## config.mk

```make
export PLATFORM = sky130hd
export DESIGN_NAME = ps2_mouse_packet_tracker
export DESIGN_NICKNAME = d
export VERILOG_FILES = /design/src/design/ps2mpt_pkg.sv /design/src/design/ps2_mouse_packet_tracker.sv
export SDC_FILE = /design/constraint.sdc
export NUM_CORES = 1
export LEC_CHECK = 0
export BUFFER_PORTS_ARGS = -buffer_cell sky130_fd_sc_hd__buf_2
export CAP_MARGIN = 20
export CORE_ASPECT_RATIO = 0.6
export CORE_UTILIZATION = 25
export CTS_CLUSTER_DIAMETER = 60
export DETAILED_ROUTE_END_ITERATION = 8
export GPL_TIMING_DRIVEN = 0
export PLACE_DENSITY = 0.45
export SLEW_MARGIN = 20
export SYNTH_ARGS = -nofsm -noshare
export SYNTH_HDL_FRONTEND = slang
export SYNTH_SLANG_ARGS = --single-unit
export TNS_END_PERCENT = 5
```

## constraint.sdc

```tcl
create_clock -name clock -period 7.6 [get_ports clock]
set_input_delay 0.38 -clock clock [delete_from_list [all_inputs] [get_ports clock]]
set_output_delay 0.38 -clock clock [all_outputs]
set_load 0.02 [all_outputs]
```

## src/design/ps2mpt_pkg.sv

```systemverilog
// ----------------------------------------------------------------------------
// PS/2 mouse packet tracker package
// Field widths, register indexes, reset bounds and packet layout constants
// shared by the packet tracker.
// ----------------------------------------------------------------------------
package ps2mpt_pkg;

   // coordinate width default for bounds and positions
   localparam int COORD_BITS_DEFAULT = 16;

   // stream field widths
   localparam int BYTE_BITS     = 8;
   localparam int DELTA_BITS    = 9;
   localparam int WHEEL_BITS    = 8;
   localparam int BUTTON_BITS   = 3;
   localparam int CURSOR_BITS   = 16;
   localparam int RSP_DATA_BITS = 64;

   // result word layout, lowest field first
   localparam int DX_LSB     = 0;
   localparam int DY_LSB     = DX_LSB + DELTA_BITS;
   localparam int WHEEL_LSB  = DY_LSB + DELTA_BITS;
   localparam int BUTTON_LSB = WHEEL_LSB + WHEEL_BITS;
   localparam int CX_LSB     = BUTTON_LSB + BUTTON_BITS;
   localparam int CY_LSB     = CX_LSB + CURSOR_BITS;
   localparam int RSP_USED   = CY_LSB + CURSOR_BITS;

   // header byte bits
   localparam int SIGN_X_BIT = 4;
   localparam int SIGN_Y_BIT = 5;

   // reset bounds
   localparam int MIN_X_RESET = 0;
   localparam int MIN_Y_RESET = 0;
   localparam int MAX_X_RESET = 1024;
   localparam int MAX_Y_RESET = 768;

   // byte counter
   localparam int POS_BITS = 2;
   localparam logic [POS_BITS-1:0] POS_FIRST      = 2'd0;
   localparam logic [POS_BITS-1:0] POS_LAST_PLAIN = 2'd2;
   localparam logic [POS_BITS-1:0] POS_LAST_WHEEL = 2'd3;
   localparam int PKT_STORE_DEPTH = 3;

   // configuration register indexes
   localparam int CSR_INDEX_BITS = 3;
   typedef enum logic [CSR_INDEX_BITS-1:0] {
      REG_MIN_X      = 3'd0,
      REG_MIN_Y      = 3'd1,
      REG_MAX_X      = 3'd2,
      REG_MAX_Y      = 3'd3,
      REG_WHEEL_MODE = 3'd4
   } csr_index_type;

endpackage

```

## src/design/ps2_mouse_packet_tracker.sv

```systemverilog
// A byte accepted is held in the input register, and the result of a
// completing byte is then registered in the result register.
// Throughput: one byte per cycle; the input register advances whenever the
// result register is empty or being taken.
// Reset: byte counter and cursor cleared, bounds to 0..1024 and 0..768,
// wheel mode off. Packet byte store is not reset.
// ----------------------------------------------------------------------------
// PS/2 mouse packet tracker
// Collects mouse bytes into 3- or 4-byte packets, decodes deltas, wheel and
// buttons, and tracks a clamped cursor position inside programmable bounds.
// ----------------------------------------------------------------------------
module ps2_mouse_packet_tracker #(
   parameter int COORD_BITS = ps2mpt_pkg::COORD_BITS_DEFAULT
) (
   input  logic                                    clock,
   input  logic                                    reset,
   // request stream
   input  logic                                    req_tvalid,
   output logic                                    req_tready,
   input  logic [ps2mpt_pkg::BYTE_BITS-1:0]        req_tdata,   // [7:0] data_byte
   input  logic                                    req_tuser,   // [0] aux_flag
   // response stream
   output logic                                    rsp_tvalid,
   input  logic                                    rsp_tready,
   // [8:0] delta_x, [17:9] delta_y, [25:18] wheel_delta, [28:26] button_bits,
   // [44:29] cursor_x, [60:45] cursor_y, [63:61] zero
   output logic [ps2mpt_pkg::RSP_DATA_BITS-1:0]    rsp_tdata,
   // configuration write channel
   input  logic                                    csr_valid,
   output logic                                    csr_ready,
   input  logic [ps2mpt_pkg::CSR_INDEX_BITS-1:0]   csr_index,
   input  logic [COORD_BITS-1:0]                   csr_wdata
);
   import ps2mpt_pkg::*;

   // input register
   logic                    s1_valid_ff, s1_valid_in;
   logic [BYTE_BITS-1:0]    s1_data_ff;

   // packet state
   logic [POS_BITS-1:0]     byte_pos_ff, byte_pos_in;
   logic [BYTE_BITS-1:0]    pkt_ff [PKT_STORE_DEPTH];
   logic signed [COORD_BITS-1:0] pos_x_ff, pos_x_in, pos_y_ff, pos_y_in;

   // configuration
   logic signed [COORD_BITS-1:0] min_x_ff, min_x_in, min_y_ff, min_y_in;
   logic signed [COORD_BITS-1:0] max_x_ff, max_x_in, max_y_ff, max_y_in;
   logic                    wheel_mode_ff, wheel_mode_in;
   logic                    csr_write, recenter;

   // result register
   logic                    rsp_valid_ff, rsp_valid_in;
   logic [RSP_DATA_BITS-1:0] rsp_data_ff, rsp_data_in;

   // datapath
   logic                    advance, fire, pkt_end, complete;
   logic [BYTE_BITS-1:0]    hdr_byte, y_byte, wheel_byte;
   logic signed [DELTA_BITS-1:0] dx, dy;
   logic signed [WHEEL_BITS-1:0] dz;
   logic signed [COORD_BITS:0]   step_x, step_y, clamp_x, clamp_y;
   logic signed [COORD_BITS:0]   sum_x, sum_y, adj_x, adj_y;

   // handshakes
   assign advance    = !rsp_valid_ff || rsp_tready;
   assign req_tready = !s1_valid_ff || advance;
   assign fire       = s1_valid_ff && advance;
   assign csr_ready  = 1'b1;
   assign csr_write  = csr_valid && csr_ready;
   assign rsp_tvalid = rsp_valid_ff;
   assign rsp_tdata  = rsp_data_ff;

   // a packet ends on the fourth byte, or on the third without wheel mode
   assign pkt_end  = (byte_pos_ff == POS_LAST_WHEEL) ||
                     ((byte_pos_ff == POS_LAST_PLAIN) && !wheel_mode_ff);
   assign complete = fire && pkt_end;

   // assemble packet bytes; completion only happens at the third or fourth byte
   assign hdr_byte   = pkt_ff[0];
   assign y_byte     = (byte_pos_ff == POS_LAST_PLAIN) ? s1_data_ff : pkt_ff[2];
   assign wheel_byte = (byte_pos_ff == POS_LAST_WHEEL) ? s1_data_ff : '0;

   // decode deltas
   assign dx = $signed({hdr_byte[SIGN_X_BIT], pkt_ff[1]});
   assign dy = $signed({hdr_byte[SIGN_Y_BIT], y_byte});
   assign dz = wheel_mode_ff ? $signed(wheel_byte) : '0;

   // move and clamp: minimum first, then maximum
   assign step_x = (COORD_BITS+1)'(pos_x_ff) - (COORD_BITS+1)'(dx);
   assign step_y = (COORD_BITS+1)'(pos_y_ff) + (COORD_BITS+1)'(dy);

   always_comb begin
      clamp_x = step_x;
      if (clamp_x < (COORD_BITS+1)'(min_x_ff)) begin
         clamp_x = (COORD_BITS+1)'(min_x_ff);
      end
      if (clamp_x > (COORD_BITS+1)'(max_x_ff)) begin
         clamp_x = (COORD_BITS+1)'(max_x_ff);
      end
      clamp_y = step_y;
      if (clamp_y < (COORD_BITS+1)'(min_y_ff)) begin
         clamp_y = (COORD_BITS+1)'(min_y_ff);
      end
      if (clamp_y > (COORD_BITS+1)'(max_y_ff)) begin
         clamp_y = (COORD_BITS+1)'(max_y_ff);
      end
   end

   // configuration write decode
   always_comb begin
      min_x_in      = min_x_ff;
      min_y_in      = min_y_ff;
      max_x_in      = max_x_ff;
      max_y_in      = max_y_ff;
      wheel_mode_in = wheel_mode_ff;
      recenter      = 1'b0;
      if (csr_write) begin
         case (csr_index)
            REG_MIN_X: begin
               min_x_in = csr_wdata;
               recenter = 1'b1;
            end
            REG_MIN_Y: begin
               min_y_in = csr_wdata;
               recenter = 1'b1;
            end
            REG_MAX_X: begin
               max_x_in = csr_wdata;
               recenter = 1'b1;
            end
            REG_MAX_Y: begin
               max_y_in = csr_wdata;
               recenter = 1'b1;
            end
            REG_WHEEL_MODE: begin
               wheel_mode_in = csr_wdata[0];
            end
            default: begin
               recenter = 1'b0;
            end
         endcase
      end
   end

   // centre of the new bounds, halved toward zero
   assign sum_x = (COORD_BITS+1)'(min_x_in) + (COORD_BITS+1)'(max_x_in);
   assign sum_y = (COORD_BITS+1)'(min_y_in) + (COORD_BITS+1)'(max_y_in);
   assign adj_x = sum_x + $signed({{COORD_BITS{1'b0}}, sum_x[COORD_BITS]});
   assign adj_y = sum_y + $signed({{COORD_BITS{1'b0}}, sum_y[COORD_BITS]});

   // next state of counter, cursor and input register
   always_comb begin
      byte_pos_in = byte_pos_ff;
      pos_x_in    = pos_x_ff;
      pos_y_in    = pos_y_ff;
      if (fire) begin
         byte_pos_in = pkt_end ? POS_FIRST : byte_pos_ff + 1'b1;
      end
      if (complete) begin
         pos_x_in = clamp_x[COORD_BITS-1:0];
         pos_y_in = clamp_y[COORD_BITS-1:0];
      end
      if (recenter) begin
         pos_x_in = adj_x[COORD_BITS:1];
         pos_y_in = adj_y[COORD_BITS:1];
      end

      if (req_tvalid && req_tready) begin
         s1_valid_in = req_tuser;
      end else if (advance) begin
         s1_valid_in = 1'b0;
      end else begin
         s1_valid_in = s1_valid_ff;
      end

      if (complete) begin
         rsp_valid_in = 1'b1;
      end else if (rsp_tready) begin
         rsp_valid_in = 1'b0;
      end else begin
         rsp_valid_in = rsp_valid_ff;
      end
   end

   // pack the result word
   always_comb begin
      rsp_data_in = '0;
      rsp_data_in[DX_LSB +: DELTA_BITS]      = dx;
      rsp_data_in[DY_LSB +: DELTA_BITS]      = dy;
      rsp_data_in[WHEEL_LSB +: WHEEL_BITS]   = dz;
      rsp_data_in[BUTTON_LSB +: BUTTON_BITS] = hdr_byte[BUTTON_BITS-1:0];
      rsp_data_in[CX_LSB +: CURSOR_BITS]     = CURSOR_BITS'($unsigned(clamp_x[COORD_BITS-1:0]));
      rsp_data_in[CY_LSB +: CURSOR_BITS]     = CURSOR_BITS'($unsigned(clamp_y[COORD_BITS-1:0]));
   end

   // control and configuration registers
   always_ff @(posedge clock) begin
      if (reset) begin
         s1_valid_ff   <= 1'b0;
         rsp_valid_ff  <= 1'b0;
         byte_pos_ff   <= POS_FIRST;
         pos_x_ff      <= '0;
         pos_y_ff      <= '0;
         min_x_ff      <= COORD_BITS'(MIN_X_RESET);
         min_y_ff      <= COORD_BITS'(MIN_Y_RESET);
         max_x_ff      <= COORD_BITS'(MAX_X_RESET);
         max_y_ff      <= COORD_BITS'(MAX_Y_RESET);
         wheel_mode_ff <= 1'b0;
      end else begin
         s1_valid_ff   <= s1_valid_in;
         rsp_valid_ff  <= rsp_valid_in;
         byte_pos_ff   <= byte_pos_in;
         pos_x_ff      <= pos_x_in;
         pos_y_ff      <= pos_y_in;
         min_x_ff      <= min_x_in;
         min_y_ff      <= min_y_in;
         max_x_ff      <= max_x_in;
         max_y_ff      <= max_y_in;
         wheel_mode_ff <= wheel_mode_in;
      end
   end

   // payload registers: input byte, packet store, result word
   always_ff @(posedge clock) begin
      if (req_tvalid && req_tready) begin
         s1_data_ff <= req_tdata;
      end
      if (fire && !pkt_end) begin
         pkt_ff[byte_pos_ff] <= s1_data_ff;
      end
      if (complete) begin
         rsp_data_ff <= rsp_data_in;
      end
   end

   // the counter restarts after every completed packet
   a_pos_restart: assert property (@(posedge clock) disable iff (reset)
      complete && !recenter |=> byte_pos_ff == POS_FIRST)
      else $error("byte counter did not restart after a packet");

   // cursor stays inside ordered bounds
   a_x_in_bounds: assert property (@(posedge clock) disable iff (reset)
      min_x_ff <= max_x_ff |-> (pos_x_ff >= min_x_ff) && (pos_x_ff <= max_x_ff))
      else $error("cursor x outside its bounds");

   a_y_in_bounds: assert property (@(posedge clock) disable iff (reset)
      min_y_ff <= max_y_ff |-> (pos_y_ff >= min_y_ff) && (pos_y_ff <= max_y_ff))
      else $error("cursor y outside its bounds");

endmodule

```

==> impl_metrics.yaml <==
power:
  p_leak_uw: 0.00614
  switching_share: 0.350
  clock_power_share: 0.303
  power_frac_comb: 0.305
  seq_power_share: 0.392
  power.internal_uw: 1890
  power_density_nw_per_um2: 189
  ir_drop_mv: 0.145
  p_switching_uw: 1020
drt:
  drc: 0
  via_per_inst: 4.91
  drt_iter0_markers: 907
  vias: 11200
  postRouteAntennaNets: 0
  routedWlPerCell_um: 20.7
  dr.pass1.iters: 5
  routed_wl_mm: 47.5
layout:
  final_nets: 1746
  synthToLayoutAreaGrowth_pct: 15.8
  drive_gt1_frac: 0.162
  n_fill_cell: 5577
  fin_util: 0.294
  insertedDiodeCount: 0
synth:
  syn_inst: 1451
  synth_area_leader_cell: "edfxtp_1"
  syn_area_um2: 13300
  async_flop_share: 0
  yosysUniqueCellTypes: 83
  syn-mean-instance-area_um2: 9.20
  synth_edf_count: 90
  synth-seq-area-share: 0.354
  yosysWarnings: 0
  synth.top_cell.area_share: 0.202
  synth_seq_cells: 191
  synth.top_cells.by_area: "edfxtp_1 (20%), dfxtp_1 (15%), ha_1 (13%), mux2_2 (5.9%), a21oi_1 (3.4%)"
  synth_common_cells: "ha_1 (136), nand2_1 (121), inv_1 (112)"
  synth_top_flop_cell: "dfxtp_1"
  synth.most_common_cell: "ha_1"
floorplan:
  io_pins: 100
  num_rows: 65
  core_um2: 52600
  fp.dieH_um: 181
  dieWidth_um: 300
  dieArea_um2: 54300
  initial_core_util: 0.254
sta:
  finalClockSkew_ps: 15.4
  slew_headroom: 0.280
  finalSetupTns_ps: 0
  finalMaxSlewViolations: 0
  post-route-period-util: 0.941
  tightest_slew_ps: 1070
  hold_viol: 0
  period_minus_slack_ps: 7150
  finalSetupViolCount: 0
  rsz0062_at_grt: "false"
  fmax_ghz: 0.140
clock_network:
  cts_root_buf: "clkbuf_16"
  cts_htree_levels: 4
  cts_buffers: 17
  cts.clk_slew.worst_paths_ps: 80
  cts.path.max_buffers: 2
  cts_tree: "built"
  cts.sinks: 191
  clock_latency_ps: 470
critical_path:
  critPathMaxFanout: 10
  slowest_delay_ps: 470
  critical_path.most_common_cell: "ha_1"
  critical_path_class: "flip-flop to flip-flop"
  worstSetupEndpointType: "flip-flop"
  slowest_stage: "a2111o_1"
  required_ps: 7960
  worstPathArrival_ps: 7520
  start_kind: "flip-flop"
placed_design:
  place.gp.congestion: 0.910
  port_buffers: 95
  dp_hpwl_mm: 39.1
global_route:
  grt_pass1_wl_mm: 68.7
  antenna_found_initial: 1
  grt_max_degree: 31
  track_usage: 0.173
  grt_pass1_vias: 10100
  globalRouteOverflowTotal: 0
status:
  outcome: "finished clean"
min_path:
  hold_class: "input port to flip-flop"
run:
  cap_violations: 0
==> cells in the final DEF, fill, tap and decap left out, types with 17 or more instances in the layout <==
master / n
nor2b_1: 20
o21ai_0: 87
nor3_1: 20
nor2_1: 86
mux2_2: 70
xor2_1: 19
clkbuf_16: 17
ha_1: 134
edfxtp_1: 90
nand3_1: 34
and2_1: 70
clkbuf_1: 39
nand4_1: 18
dfxtp_1: 101
nand2_1: 121
a21o_1: 25
inv_1: 112
a21oi_1: 90
buf_2: 96
xnor2_1: 48
==> cells by family after synthesis <==
logic type | share of synthesized area
other | 0.000563
adder cells (fa/ha/maj) | 0.133
buffers and inverters | 0.0492
flip-flops | 0.354
XOR/XNOR | 0.0453
AO/OA/AOI/OAI | 0.176
AND/OR/NAND/NOR | 0.172
multiplexers | 0.0696
==> per-layer routing <==
| metal | global-route usage | vias up | routed length, um | share of wire |
|---|---|---|---|---|
| met2 | 0.211 | 367 | 16900 | 0.36 |
| li1 | - | 5482 | - | - |
| met4 | 0.0412 | 0 | 638 | 0.013 |
| met5 | 0 | - | 0 | 0 |
| met1 | 0.297 | 5370 | 26700 | 0.56 |
| met3 | 0.0255 | 30 | 3250 | 0.068 |
==> area by class of cell <==
type / count / area [um2] / share of cell area
Multi-Input combinational cell: 1094 / 8060 / 0.522
Sequential cell: 191 / 4720 / 0.306
Tap cell: 703 / 880 / 0.0569
Timing Repair Buffer: 103 / 568 / 0.0368
Clock buffer: 18 / 429 / 0.0278
Inverter: 113 / 424 / 0.0274
Buffer: 53 / 243 / 0.0157
Clock inverter: 14 / 124 / 0.00801
==> stage by stage <==
step / power [uW] / hold WS, ps / area (um2) / instances / setup slack (ps)
after CTS: 2890 / 55.5 / 15300 / 2283 / 7.53
after global routing: 3050 / 59.6 / 15500 / 2289 / 10.6
after global placement: 1990 / 409 / 14700 / 2251 / -571
final: 2910 / 80.2 / 15500 / 2289 / 448
after detailed placement: 2000 / 410 / 14800 / 2253 / -578
after floorplan: 1710 / 400 / 13400 / 1453 / 936
==> registers in the layout, indices dropped and copies added (netlist names) <==
name           count
max_y_ff          16
pkt_ff            21
byte_pos_ff        2
rsp_tvalid         1
wheel_mode_ff      1
s1_data_ff         8
s1_valid_ff        1
min_y_ff          16
pos_x_ff          16
rsp_tdata         61
max_x_ff          16
pos_y_ff          16
min_x_ff          16
==> worst max-delay path, delay by kind of cell, from the launching register on <==
family	cells	cell delay [ps]
AOI/OAI and AO/OA	13	3310
adders and majority gates	4	1110
and+or+nand+nor	7	1040
buffers and inverters	4	800
DFF	1	420
muxes	1	350
==> power groups by stage <==
stage | sequential (uW) | combinational, uW | clock [uW]
CTS | 1140 | 846 | 904
global placement | 1160 | 829 | 0
floorplan | 1150 | 562 | 0
finish | 1140 | 890 | 883
global route | 1140 | 963 | 943
detailed placement | 1160 | 833 | 0
==> worst paths after layout <==
path                     startpoint  depth (start not counted)  slack [ps]                        end
max          pkt_ff[1][0]$_DFFE_PP_                         29         450  pos_x_ff[15]$_SDFFE_PP0P_
max reg2reg  pkt_ff[1][0]$_DFFE_PP_                         29         450  pos_x_ff[15]$_SDFFE_PP0P_
min reg2reg  pkt_ff[0][0]$_DFFE_PP_                          0         410    rsp_tdata[26]$_DFFE_PP_
min                    req_tdata[5]                          1          80    s1_data_ff[5]$_DFFE_PP_
==> timing repair <==
item | CTS | global route
cloned | 0 | 0
buffers inserted | 0 | 6
pin swaps | 0 | 6
hold buffers | 0 | 0
resized for setup | 8 | 19
endpoints found under the setup margin | 41 | 59
(Power assumes the default switching activity.)
